`src/sv/b64le_pkg.sv`:
```
// shared types, character constants and the sextet-to-ascii map
// for the line-wrapped base64 encoder; no dependencies
package b64le_pkg;

   localparam logic [7:0] CHAR_LF = 8'd10;
   localparam logic [7:0] CHAR_PAD = 8'd61;
   localparam logic [4:0] LINE_GROUPS = 5'd19;
   localparam int MAX_CHARS = 6;

   typedef struct packed {
      logic [7:0] data_byte;
      logic       end_of_buffer;
   } req_type;

   typedef struct packed {
      logic [7:0] out_char;
      logic       last_of_run;
      logic       end_of_text;
   } rsp_type;

   typedef struct packed {
      logic [MAX_CHARS-1:0][7:0] chars;
      logic [2:0]                count;
      logic                      eot;
   } burst_type;

   function automatic logic [7:0] sextet(input logic [5:0] v);
      logic [7:0] w;
      w = {2'b00, v};
      if (v < 6'd26) begin
         sextet = 8'd65 + w;
      end else if (v < 6'd52) begin
         sextet = 8'd71 + w;
      end else if (v < 6'd62) begin
         sextet = w - 8'd4;
      end else if (v == 6'd62) begin
         sextet = 8'd43;
      end else begin
         sextet = 8'd47;
      end
   endfunction

endpackage

```
`src/sv/b64le_core.sv`:
```
// group collection, line counting and character burst generation
// depends on b64le_pkg
module b64le_core (
   input  logic                clock,
   input  logic                reset,
   input  logic                accept,
   input  b64le_pkg::req_type  req_data,
   input  logic                csr_wr_en,
   input  logic                csr_wr_data,
   output b64le_pkg::burst_type burst
);

   logic        wrap_ff, wrap_in;
   logic [15:0] held_ff, held_in;
   logic [1:0]  gp_ff, gp_in;
   logic [4:0]  gol_ff, gol_in;
   logic        started_ff, started_in;

   logic [1:0]  gp_eff, count;
   logic [15:0] held_new;
   logic [7:0]  b0, b1, b2, g0, g1, g2, g3;
   logic [4:0]  gol_inc;
   logic        lead, last, complete, brk, tail;

   always_comb begin
      last = req_data.end_of_buffer;
      lead = !started_ff && wrap_ff;
      gp_eff = (gp_ff == 2'd3) ? 2'd2 : gp_ff;
      count = gp_eff + 2'd1;
      case (gp_eff)
         2'd0: held_new = {req_data.data_byte, 8'h00};
         2'd1: held_new = {held_ff[15:8], req_data.data_byte};
         default: held_new = held_ff;
      endcase
      complete = (count == 2'd3) || last;
      b0 = held_new[15:8];
      b1 = (count >= 2'd2) ? held_new[7:0] : 8'h00;
      b2 = (count == 2'd3) ? req_data.data_byte : 8'h00;
      g0 = b64le_pkg::sextet(b0[7:2]);
      g1 = b64le_pkg::sextet({b0[1:0], b1[7:4]});
      g2 = (count >= 2'd2) ? b64le_pkg::sextet({b1[3:0], b2[7:6]}) : b64le_pkg::CHAR_PAD;
      g3 = (count == 2'd3) ? b64le_pkg::sextet(b2[5:0]) : b64le_pkg::CHAR_PAD;
      gol_inc = gol_ff + 5'd1;
      brk = !last && (gol_inc >= b64le_pkg::LINE_GROUPS);
      tail = last ? wrap_ff : brk;

      if (lead) begin
         burst.chars = {b64le_pkg::CHAR_LF, g3, g2, g1, g0, b64le_pkg::CHAR_LF};
      end else begin
         burst.chars = {b64le_pkg::CHAR_LF, b64le_pkg::CHAR_LF, g3, g2, g1, g0};
      end
      burst.count = {2'b00, lead} + (complete ? 3'd4 : 3'd0)
                  + ((complete && tail) ? 3'd1 : 3'd0);
      burst.eot = last;

      wrap_in = csr_wr_en ? csr_wr_data : wrap_ff;
      held_in = held_ff;
      gp_in = gp_ff;
      gol_in = gol_ff;
      started_in = started_ff;
      if (accept) begin
         started_in = !last;
         if (complete) begin
            held_in = 16'h0000;
            gp_in = 2'd0;
            gol_in = (last || brk) ? 5'd0 : gol_inc;
         end else begin
            held_in = held_new;
            gp_in = count;
         end
      end
   end

   always_ff @(posedge clock) begin
      if (reset) begin
         wrap_ff <= 1'b0;
         held_ff <= 16'h0000;
         gp_ff <= 2'd0;
         gol_ff <= 5'd0;
         started_ff <= 1'b0;
      end else begin
         wrap_ff <= wrap_in;
         held_ff <= held_in;
         gp_ff <= gp_in;
         gol_ff <= gol_in;
         started_ff <= started_in;
      end
   end

endmodule

```
`src/sv/b64le_serializer.sv`:
```
// burst register and one-character-per-cycle output stage, advancing while rsp_stall is low
// depends on b64le_pkg
module b64le_serializer (
   input  logic                 clock,
   input  logic                 reset,
   input  logic                 load,
   input  b64le_pkg::burst_type burst,
   output logic                 can_load,
   output logic                 rsp_valid,
   input  logic                 rsp_stall,
   output b64le_pkg::rsp_type   rsp_data
);

   logic [b64le_pkg::MAX_CHARS-1:0][7:0] chars_ff, chars_in;
   logic [2:0] cnt_ff, cnt_in;
   logic [2:0] idx_ff, idx_in;
   logic       eot_ff, eot_in;
   logic       last, take;

   always_comb begin
      rsp_valid = (cnt_ff != 3'd0);
      last = (idx_ff == cnt_ff - 3'd1);
      take = rsp_valid && !rsp_stall;
      can_load = !rsp_valid || (take && last);
      rsp_data.out_char = chars_ff[idx_ff];
      rsp_data.last_of_run = last;
      rsp_data.end_of_text = eot_ff && last;

      chars_in = chars_ff;
      cnt_in = cnt_ff;
      idx_in = idx_ff;
      eot_in = eot_ff;
      if (load) begin
         chars_in = burst.chars;
         cnt_in = burst.count;
         idx_in = 3'd0;
         eot_in = burst.eot;
      end else if (take) begin
         if (last) begin
            cnt_in = 3'd0;
            idx_in = 3'd0;
         end else begin
            idx_in = idx_ff + 3'd1;
         end
      end
   end

   always_ff @(posedge clock) begin
      if (reset) begin
         cnt_ff <= 3'd0;
         idx_ff <= 3'd0;
      end else begin
         cnt_ff <= cnt_in;
         idx_ff <= idx_in;
      end
   end

   always_ff @(posedge clock) begin
      chars_ff <= chars_in;
      eot_ff <= eot_in;
   end

`ifndef SYNTH
   a_idx_in_range: assert property (@(posedge clock) disable iff (reset)
      rsp_valid |-> (idx_ff < cnt_ff))
      else $error("character index past burst length");

   a_cnt_bound: assert property (@(posedge clock) disable iff (reset)
      cnt_ff <= 3'd6)
      else $error("burst longer than six characters");

   a_advance: assert property (@(posedge clock) disable iff (reset)
      (rsp_valid && !rsp_stall && !last) |=> (rsp_valid && idx_ff == $past(idx_ff) + 3'd1))
      else $error("burst did not advance after a taken character");

   a_eot_last: assert property (@(posedge clock) disable iff (reset)
      (rsp_valid && rsp_data.end_of_text) |-> rsp_data.last_of_run)
      else $error("end of text not on last character of item");
`endif

endmodule

```
`src/sv/base64_line_wrapped_encoder.sv`:
```
// top level of the line-wrapped base64 encoder
// depends on b64le_pkg, b64le_core and b64le_serializer
//
//   channel  ports                                 payload
//   req      req_valid, req_stall, req_data        data_byte, end_of_buffer
//   rsp      rsp_valid, rsp_stall, rsp_data        out_char, last_of_run, end_of_text
//   csr      csr_wr_en, csr_wr_data                wrap_with_newlines
//
// each item turns combinationally into a burst of 0 to 6 characters
// the output stage sends one character per cycle while rsp_stall is low
// a new item is taken in the cycle the last character of the previous burst leaves
// synchronous reset clears group state, line count and the newline mode
// a stalled output holds its character; the input stalls until the burst drains
module base64_line_wrapped_encoder (
   input  logic               clock,
   input  logic               reset,
   input  logic               req_valid,
   output logic               req_stall,
   input  b64le_pkg::req_type req_data,
   output logic               rsp_valid,
   input  logic               rsp_stall,
   output b64le_pkg::rsp_type rsp_data,
   input  logic               csr_wr_en,
   input  logic               csr_wr_data
);

   b64le_pkg::burst_type burst;
   logic can_load, accept;

   assign req_stall = !can_load;
   assign accept = req_valid && can_load;

   b64le_core u_core (
      .clock       (clock),
      .reset       (reset),
      .accept      (accept),
      .req_data    (req_data),
      .csr_wr_en   (csr_wr_en),
      .csr_wr_data (csr_wr_data),
      .burst       (burst)
   );

   b64le_serializer u_ser (
      .clock     (clock),
      .reset     (reset),
      .load      (accept),
      .burst     (burst),
      .can_load  (can_load),
      .rsp_valid (rsp_valid),
      .rsp_stall (rsp_stall),
      .rsp_data  (rsp_data)
   );

endmodule
```
`config.mk`:
```
export PLATFORM = sky130hd
export DESIGN_NAME = base64_line_wrapped_encoder
export DESIGN_NICKNAME = d
export VERILOG_FILES = /design/src/sv/b64le_pkg.sv /design/src/sv/b64le_core.sv /design/src/sv/b64le_serializer.sv /design/src/sv/base64_line_wrapped_encoder.sv
export SDC_FILE = /design/constraint.sdc
export NUM_CORES = 1
export LEC_CHECK = 0
export ABC_AREA = 1
export ABC_CLOCK_PERIOD_IN_PS = 2700
export BUFFER_PORTS_ARGS = -buffer_cell sky130_fd_sc_hd__buf_2
export CORE_MARGIN = 3
export CORE_UTILIZATION = 40
export CTS_CLUSTER_DIAMETER = 30
export DETAILED_ROUTE_END_ITERATION = 10
export GPL_TIMING_DRIVEN = 0
export PLACE_DENSITY = 0.65
export SLEW_MARGIN = 40
export SYNTH_ARGS = -nofsm -noshare
export SYNTH_HDL_FRONTEND = slang
export SYNTH_SLANG_ARGS = --single-unit
export TNS_END_PERCENT = 10
```
`constraint.sdc`:
```
create_clock -name clock -period 2.7 [get_ports clock]
set_input_delay 0.135 -clock clock [delete_from_list [all_inputs] [get_ports clock]]
set_output_delay 0.135 -clock clock [all_outputs]
set_load 0.05 [all_outputs]
```
==> impl_metrics.csv, run 1 <==
group,metric,value,unit
global_route,grt_pass1_wl,24.8,mm
placement,post-place-cells,974,
finish,design_area,6140,µm²
logic_synthesis,synthArstFlopShare,0,
clocking,cts_tree,"yes",
clocking,cts_buffers,9,
worst_hold_path,worstHoldPathCells,2,
logic_synthesis,syn_nets,814,
worst_hold_path,hold_class,"input pin to flip-flop",
logic_synthesis,ys_ff_latch,72,
global_route,grt_max_degree,51,
logic_synthesis,ys_top_cells_by_count,"nand2_1, nand3_1, inv_1",
routing,first_pass_iters,5,
logic_synthesis,synth_top_area_frac,0.225,
clocking,cts.htree.levels,3,
clocking,cts_resized,0,
power_and_ir_drop,power_density,556,nW/µm²
logic_synthesis,synth_ff_type,"edfxtp_1",
global_route,grtUsageMet3,0.0416,
finish,syn2layout_area_growth,12.1,%
worst_hold_path,hold_start,"reset",
placement,portBuffers,26,
logic_synthesis,ys_seq_area_frac,0.338,
critical_path,endpoint_kind,"flip-flop",
sta,rsz0062_at_grt,"no",
sta,fin_crit,2.45,ns
finish,diodes,0,
critical_path,required,2.80,ns
critical_path,criticalPathCategory,"flip-flop to flip-flop",
floorplan,core,13300,µm²
critical_path,reg2regPathDepth,14,
critical_path,r2r-end,"u_ser.chars_ff[19]$_DFFE_PP_",
critical_path,crit_fanout,10,
global_route,grt_pass1_vias,4727,
sta,setup_viol,0,
routing,num_vias,5170,
placement,place_hpwl,11.6,mm
clocking,clock_latency,0.35,ns
floorplan,die_y,123,µm
worst_hold_path,holdPathEnd,"u_core.gol_ff[4]$_SDFFE_PP0P_",
sta,finClkSkew,0.00704,ns
routing,viasPerCell,5.22,
power_and_ir_drop,power_leakage,2.91,nW
sta,finalHoldViolCount,0,
floorplan,die_area,15100,µm²
global_route,antenna_found_initial,0,
clocking,clk_path_buf_depth,2,
finish,layout.nets,852,
finish,layout.cells.non_filler,991,
critical_path,startpoint_type,"flip-flop",
sta,slew_headroom,0.613,
clocking,cts-root-buf,"clkbuf_16",
logic_synthesis,netlist_area,5480,µm²
global_route,grt_util_met1,0.305,
routing,drc,0,
clocking,clkSinkCount,72,
global_route,overflow,0,
finish,drive_above_1_share,0.144,
routing,drt_wl_total,15.1,mm
power_and_ir_drop,peakVddDrop,0.541,mV
routing,drtAntennaViolNets,0,
logic_synthesis,syn_inst,772,
sta,min_period_over_period,0.906,
clocking,clk_pin_slew,0.06,ns
global_route,grt_most_used_layer,"met2",
routing,drt_iter0_markers,475,
floorplan,dieWidth,123,µm
placement,dpl_cell_area,5830,µm²
logic_synthesis,avgSynthCellArea,7.09,µm²
logic_synthesis,synth.distinct_cells,44,
sta,slew_violations,0,
critical_path,r2r-start,"u_core.gp_ff[1]$_SDFFE_PP0P_",
floorplan,num_rows,42,
global_route,grtUsageTotal,0.212,
floorplan,ioPinCount,27,
job,drv_cap,0,
sta,fmax,0.409,GHz
critical_path,arrival,2.55,ns
critical_path,reg2reg_slack,0.25,ns
logic_synthesis,synth_top_cell_by_area,"edfxtp_1",
placement,routabilityCongestion,0.909,
routing,wire_per_inst,15.2,µm
sta,max_slew.worst_pin.slew,0.581,ns
logic_synthesis,synthTopCellsByArea,"edfxtp_1, nand2_1, dfxtp_1",
floorplan,initial_core_util,0.412,
logic_synthesis,ys_warn_count,0,
sta,fin_tns_setup,0,ns
logic_synthesis,yosysMostFrequentCell,"nand2_1",
global_route,met2_usage,0.323,
status,status,"finished clean",
logic_synthesis,synth_edf_count,41,
==> per-stage QoR <==
step	hold slack [ns]	total power, mW	setup WS, ns	util
global route	0.0228	3.60	0.0354	0.462
global placement	0.331	2.19	0.303	0.438
finish	0.0148	3.41	0.253	0.462
CTS	0.00747	3.43	0.278	0.462
floorplan	0.204	1.97	0.637	-
detailed placement	0.335	2.19	0.302	0.438
==> how the worst max path moves through the flow <==
stage                                             from                          endpoint  slack [ns]  depth (start not counted)
after global routing      u_core.gp_ff[1]$_SDFFE_PP0P_      u_ser.chars_ff[27]$_DFFE_PP_        0.04                         14
after detailed placement  u_ser.cnt_ff[0]$_SDFFE_PP0P_  u_ser.chars_ff[34]$_SDFFCE_PN0P_        0.30                          9
after CTS                 u_ser.idx_ff[0]$_SDFFE_PP0P_                       rsp_data[7]        0.28                          6
after floorplan           u_ser.cnt_ff[0]$_SDFFE_PP0P_   u_ser.chars_ff[0]$_SDFFCE_PP0P_        0.64                          9
after global placement    u_core.gp_ff[1]$_SDFFE_PP0P_      u_ser.chars_ff[19]$_DFFE_PP_        0.30                         14
final                     u_core.gp_ff[1]$_SDFFE_PP0P_      u_ser.chars_ff[19]$_DFFE_PP_        0.25                         14
==> worst max-delay path: stages (launching register included) <==
cell     delay, ns
dfxtp_1       0.30
buf_6         0.14
inv_2         0.15
nand3_1       0.11
nand2_2       0.18
inv_1         0.12
ha_1          0.19
inv_1         0.09
nand3_4       0.16
nor2_1        0.25
nand2_1       0.08
nand3_1       0.08
nand3_1       0.17
nand2_1       0.11
nand2_1       0.07
==> timing repair <==
action | CTS | global route
endpoints found under the setup margin | 0 | 0
endpoints found under the hold margin | 1 | 0
hold buffers | 1 | 0
setup buffers | 0 | 0
==> layout make-up <==
| type | count | area (µm²) |
|---|---|---|
| Buffer | 25 | 189 |
| Clock buffer | 9 | 225 |
| Clock inverter | 7 | 78.8 |
| Fill cell | 1372 | 7160 |
| Inverter | 84 | 320 |
| Multi-Input combinational cell | 591 | 3110 |
| Sequential cell | 72 | 1850 |
| Tap cell | 176 | 220 |
| Timing Repair Buffer | 27 | 140 |
==> sequential cells by signal (all words and copies together), names as in the netlist <==
register / count
u_ser.chars_ff: 40
u_core.held_ff: 16
u_core.gol_ff: 5
u_ser.cnt_ff: 3
u_ser.idx_ff: 3
u_core.gp_ff: 2
u_core.started_ff: 1
u_core.wrap_ff: 1
u_ser.eot_ff: 1
==> per-layer routing <==
metal | wire (µm) | vias up
li1 | - | 2638
met1 | 7350 | 2371
met2 | 6560 | 136
met3 | 846 | 25
met4 | 310 | 0
met5 | 0 | -
==> cell usage in the layout (no fill, tap or decap), types with 25 or more instances in the layout <==
cell	instances
buf_2	29
edfxtp_1	41
nand2_1	243
nor2_1	56
inv_1	73
dfxtp_1	31
nand4_1	25
a21oi_1	31
o21ai_0	42
nand3_1	74
ha_1	27
==> power by group <==
group          leakage, nW  total (mW)  internal (mW)  switching, mW
clock network        0.151        1.23          0.726          0.501
registers            0.636        1.30           1.27         0.0326
logic                 2.12       0.879          0.267          0.612
total                 2.91        3.41           2.27           1.15
==> cells by family after synthesis <==
kind of cell,share of synthesized area
xor gates and xnor gates,0.0224
buffers and inverters,0.0930
DFF,0.338
AOI/OAI and AO/OA,0.117
adders and majority gates,0.0617
and+or+nand+nor,0.368
Power figures use the tool's default switching activity.
==> run 2: changes to the inputs <==
--- a/config.mk
+++ b/config.mk
@@ -8,6 +8,7 @@
 export ABC_AREA = 1
 export ABC_CLOCK_PERIOD_IN_PS = 2700
 export BUFFER_PORTS_ARGS = -buffer_cell sky130_fd_sc_hd__buf_2
+export CORE_ASPECT_RATIO = 1.75
 export CORE_MARGIN = 3
 export CORE_UTILIZATION = 40
 export CTS_CLUSTER_DIAMETER = 30
==> impl_metrics.csv, run 2 (synthesis gave the netlist of run 1 again) <==
group,metric,value,unit
global_route,grt_max_degree,51,
critical_path,path_cells,"buf_2 -> clkbuf_1 -> a21oi_1 -> a221oi_1 -> a31o_2 -> buf_2",
placement,post-place-cells,972,
sta,min_period_over_period,0.909,
sta,finalHoldViolCount,0,
sta,fmax,0.407,GHz
clocking,cts-root-buf,"clkbuf_16",
power_and_ir_drop,seqPwrFrac,0.387,
routing,drt_wl_total,15.8,mm
sta,slew_headroom,0.546,
power_and_ir_drop,power_density,553,nW/µm²
finish,layout.cells.non_filler,989,
critical_path,crit_fanout,10,
power_and_ir_drop,finalPower,3.38,mW
routing,wire_per_inst,16.0,µm
power_and_ir_drop,clkPwrFrac,0.352,
clocking,cts_tree,"yes",
critical_path,required,2.57,ns
floorplan,ioPinCount,27,
routing,drt_iter0_markers,341,
power_and_ir_drop,p_sw,1.13,mW
critical_path,slowest_delay,0.43,ns
sta,max_slew.worst_pin.slew,0.681,ns
floorplan,dieWidth,94.4,µm
critical_path,criticalPathCategory,"flip-flop to output port",
critical_path,slowest_stage,"a221oi_1",
global_route,overflow,0,
critical_path,path_common_cell,"buf_2",
critical_path,crit_family,"buffers and inverters",
sta,finClkSkew,0.00950,ns
floorplan,core,13400,µm²
clocking,cts_buffers,9,
critical_path,startpoint_type,"flip-flop",
sta,rsz0062_at_grt,"no",
critical_path,arrival,2.32,ns
clocking,clk_pin_slew,0.06,ns
routing,topRoutingLayerUsed,"met4",
sta,setup_viol,0,
critical_path,crit_start,"u_ser.idx_ff[0]$_SDFFE_PP0P_",
power_and_ir_drop,internal_power,2.25,mW
floorplan,num_rows,56,
routing,drtAntennaViolNets,0,
worst_hold_path,hold_class,"input pin to flip-flop",
global_route,grtUsageTotal,0.220,
worst_hold_path,worstHoldPathCells,3,
finish,layout.nets,852,
routing,route.met3.wl,454,µm
finish,fillCellCount,1365,
routing,first_pass_iters,5,
routing,drc,0,
sta,slew_violations,0,
critical_path,r2r-start,"u_core.gp_ff[1]$_SDFFE_PP0P_",
placement,portBuffers,26,
routing,viasPerCell,5.27,
power_and_ir_drop,power_leakage,2.90,nW
power_and_ir_drop,peakVddDrop,0.296,mV
power_and_ir_drop,power_frac_comb,0.261,
placement,place_hpwl,12.6,mm
routing,num_vias,5209,
finish,drive_above_1_share,0.142,
placement,routabilityCongestion,0.921,
routing,met2_length,8.52,mm
critical_path,critical_path_cell_count,6,
clocking,clk_path_buf_depth,2,
global_route,grt_pass1_wl,25.8,mm
critical_path,crit_buf_inv,3,
finish,diodes,0,
critical_path,endpoint_kind,"output port",
sta,fin_tns_setup,0,ns
worst_hold_path,hold_start,"csr_wr_data",
finish,largest_register_ffs,40,
sta,fin_crit,2.45,ns
clocking,clkSinkCount,72,
job,drv_cap,0,
floorplan,die_y,161,µm
critical_path,reg2regPathDepth,12,
routing,wl_met1,5.89,mm
floorplan,initial_core_util,0.409,
finish,layout_commonest_cell,"nand2_1",
finish,final_cell_mix,"nand2_1, nand3_1, inv_1",
status,status,"finished clean",
floorplan,die_area,15200,µm²
global_route,antenna_found_initial,0,
finish,top_regs,"u_ser.chars_ff (40), u_core.held_ff (16), u_core.gol_ff (5)",
global_route,grt_pass1_vias,5069,
finish,syn2layout_area_growth,11.8,%
clocking,cts.htree.levels,3,
power_and_ir_drop,switching_share,0.334,
clocking,clock_latency,0.34,ns
finish,top_register,"u_ser.chars_ff",
## run 2: changes by cell type in the layout (fill, tap and decap cells not counted), sizes merged
cell      change
clkinvlp      +1
inv           -3
clkbuf        +1
clkinv        +1
## run 2: tightest hold or removal path: stages
cell and delay, ns:
buf_2 0.10, inv_1 0.04, a21oi_1 0.05
## run 2: path summary, 6_finish.rpt
check                              endpoint  slack, ns
min             u_core.wrap_ff$_SDFFE_PP0P_       0.03
max                             rsp_data[6]       0.25
min reg2reg  u_core.held_ff[7]$_SDFFE_PP0P_       0.45
max reg2reg    u_ser.chars_ff[10]$_DFFE_PP_       0.25
## run 2: layout make-up
| type | instances | area [µm²] | area share |
|---|---|---|---|
| clock inverter | 6 | 61.3 | 0.0100 |
| tap | 174 | 218 | 0.0356 |
| multi-input combinational | 591 | 3110 | 0.509 |
| buffer | 25 | 189 | 0.0309 |
| inverter | 84 | 320 | 0.0523 |
| timing repair buffer | 27 | 140 | 0.0229 |
| clock buffer | 10 | 229 | 0.0374 |
| sequential | 72 | 1850 | 0.302 |
## run 2: power by group through the flow
| stage | clock [mW] | sequential (mW) | combinational (mW) |
|---|---|---|---|
| global route | 1.26 | 1.32 | 0.979 |
| finish | 1.19 | 1.31 | 0.884 |
| global placement | 0 | 1.33 | 0.869 |
| floorplan | 0 | 1.32 | 0.656 |
| CTS | 1.21 | 1.31 | 0.882 |
| detailed placement | 0 | 1.33 | 0.877 |
## run 2: layer usage
layer  global-route usage  vias up
li1                     -     2635
met1                0.242     2389
met2                0.400      134
met3               0.0253       51
met4                0.118        0
met5                    0        -
## run 2: through the flow
step / cell area (µm²) / setup slack, ns / hold slack (ns) / util
3_5_place_dp: 5820 / 0.237 / 0.332 / 0.435
4_1_cts: 6120 / 0.200 / 0.0197 / 0.458
6_report: 6120 / 0.245 / 0.0271 / 0.458
2_1_floorplan: 5480 / 0.637 / 0.204 / -
5_1_grt: 6120 / 0.0396 / 0.0342 / 0.458
3_3_place_gp: 5820 / 0.234 / 0.331 / 0.435
## run 2: timing repair
| item | in CTS | in global routing |
|---|---|---|
| hold buffers | 1 | 0 |
| resized for setup | 0 | 1 |
| setup endpoints to repair | 0 | 1 |
| endpoints found under the hold margin | 1 | 0 |
| buffers inserted | 0 | 0 |
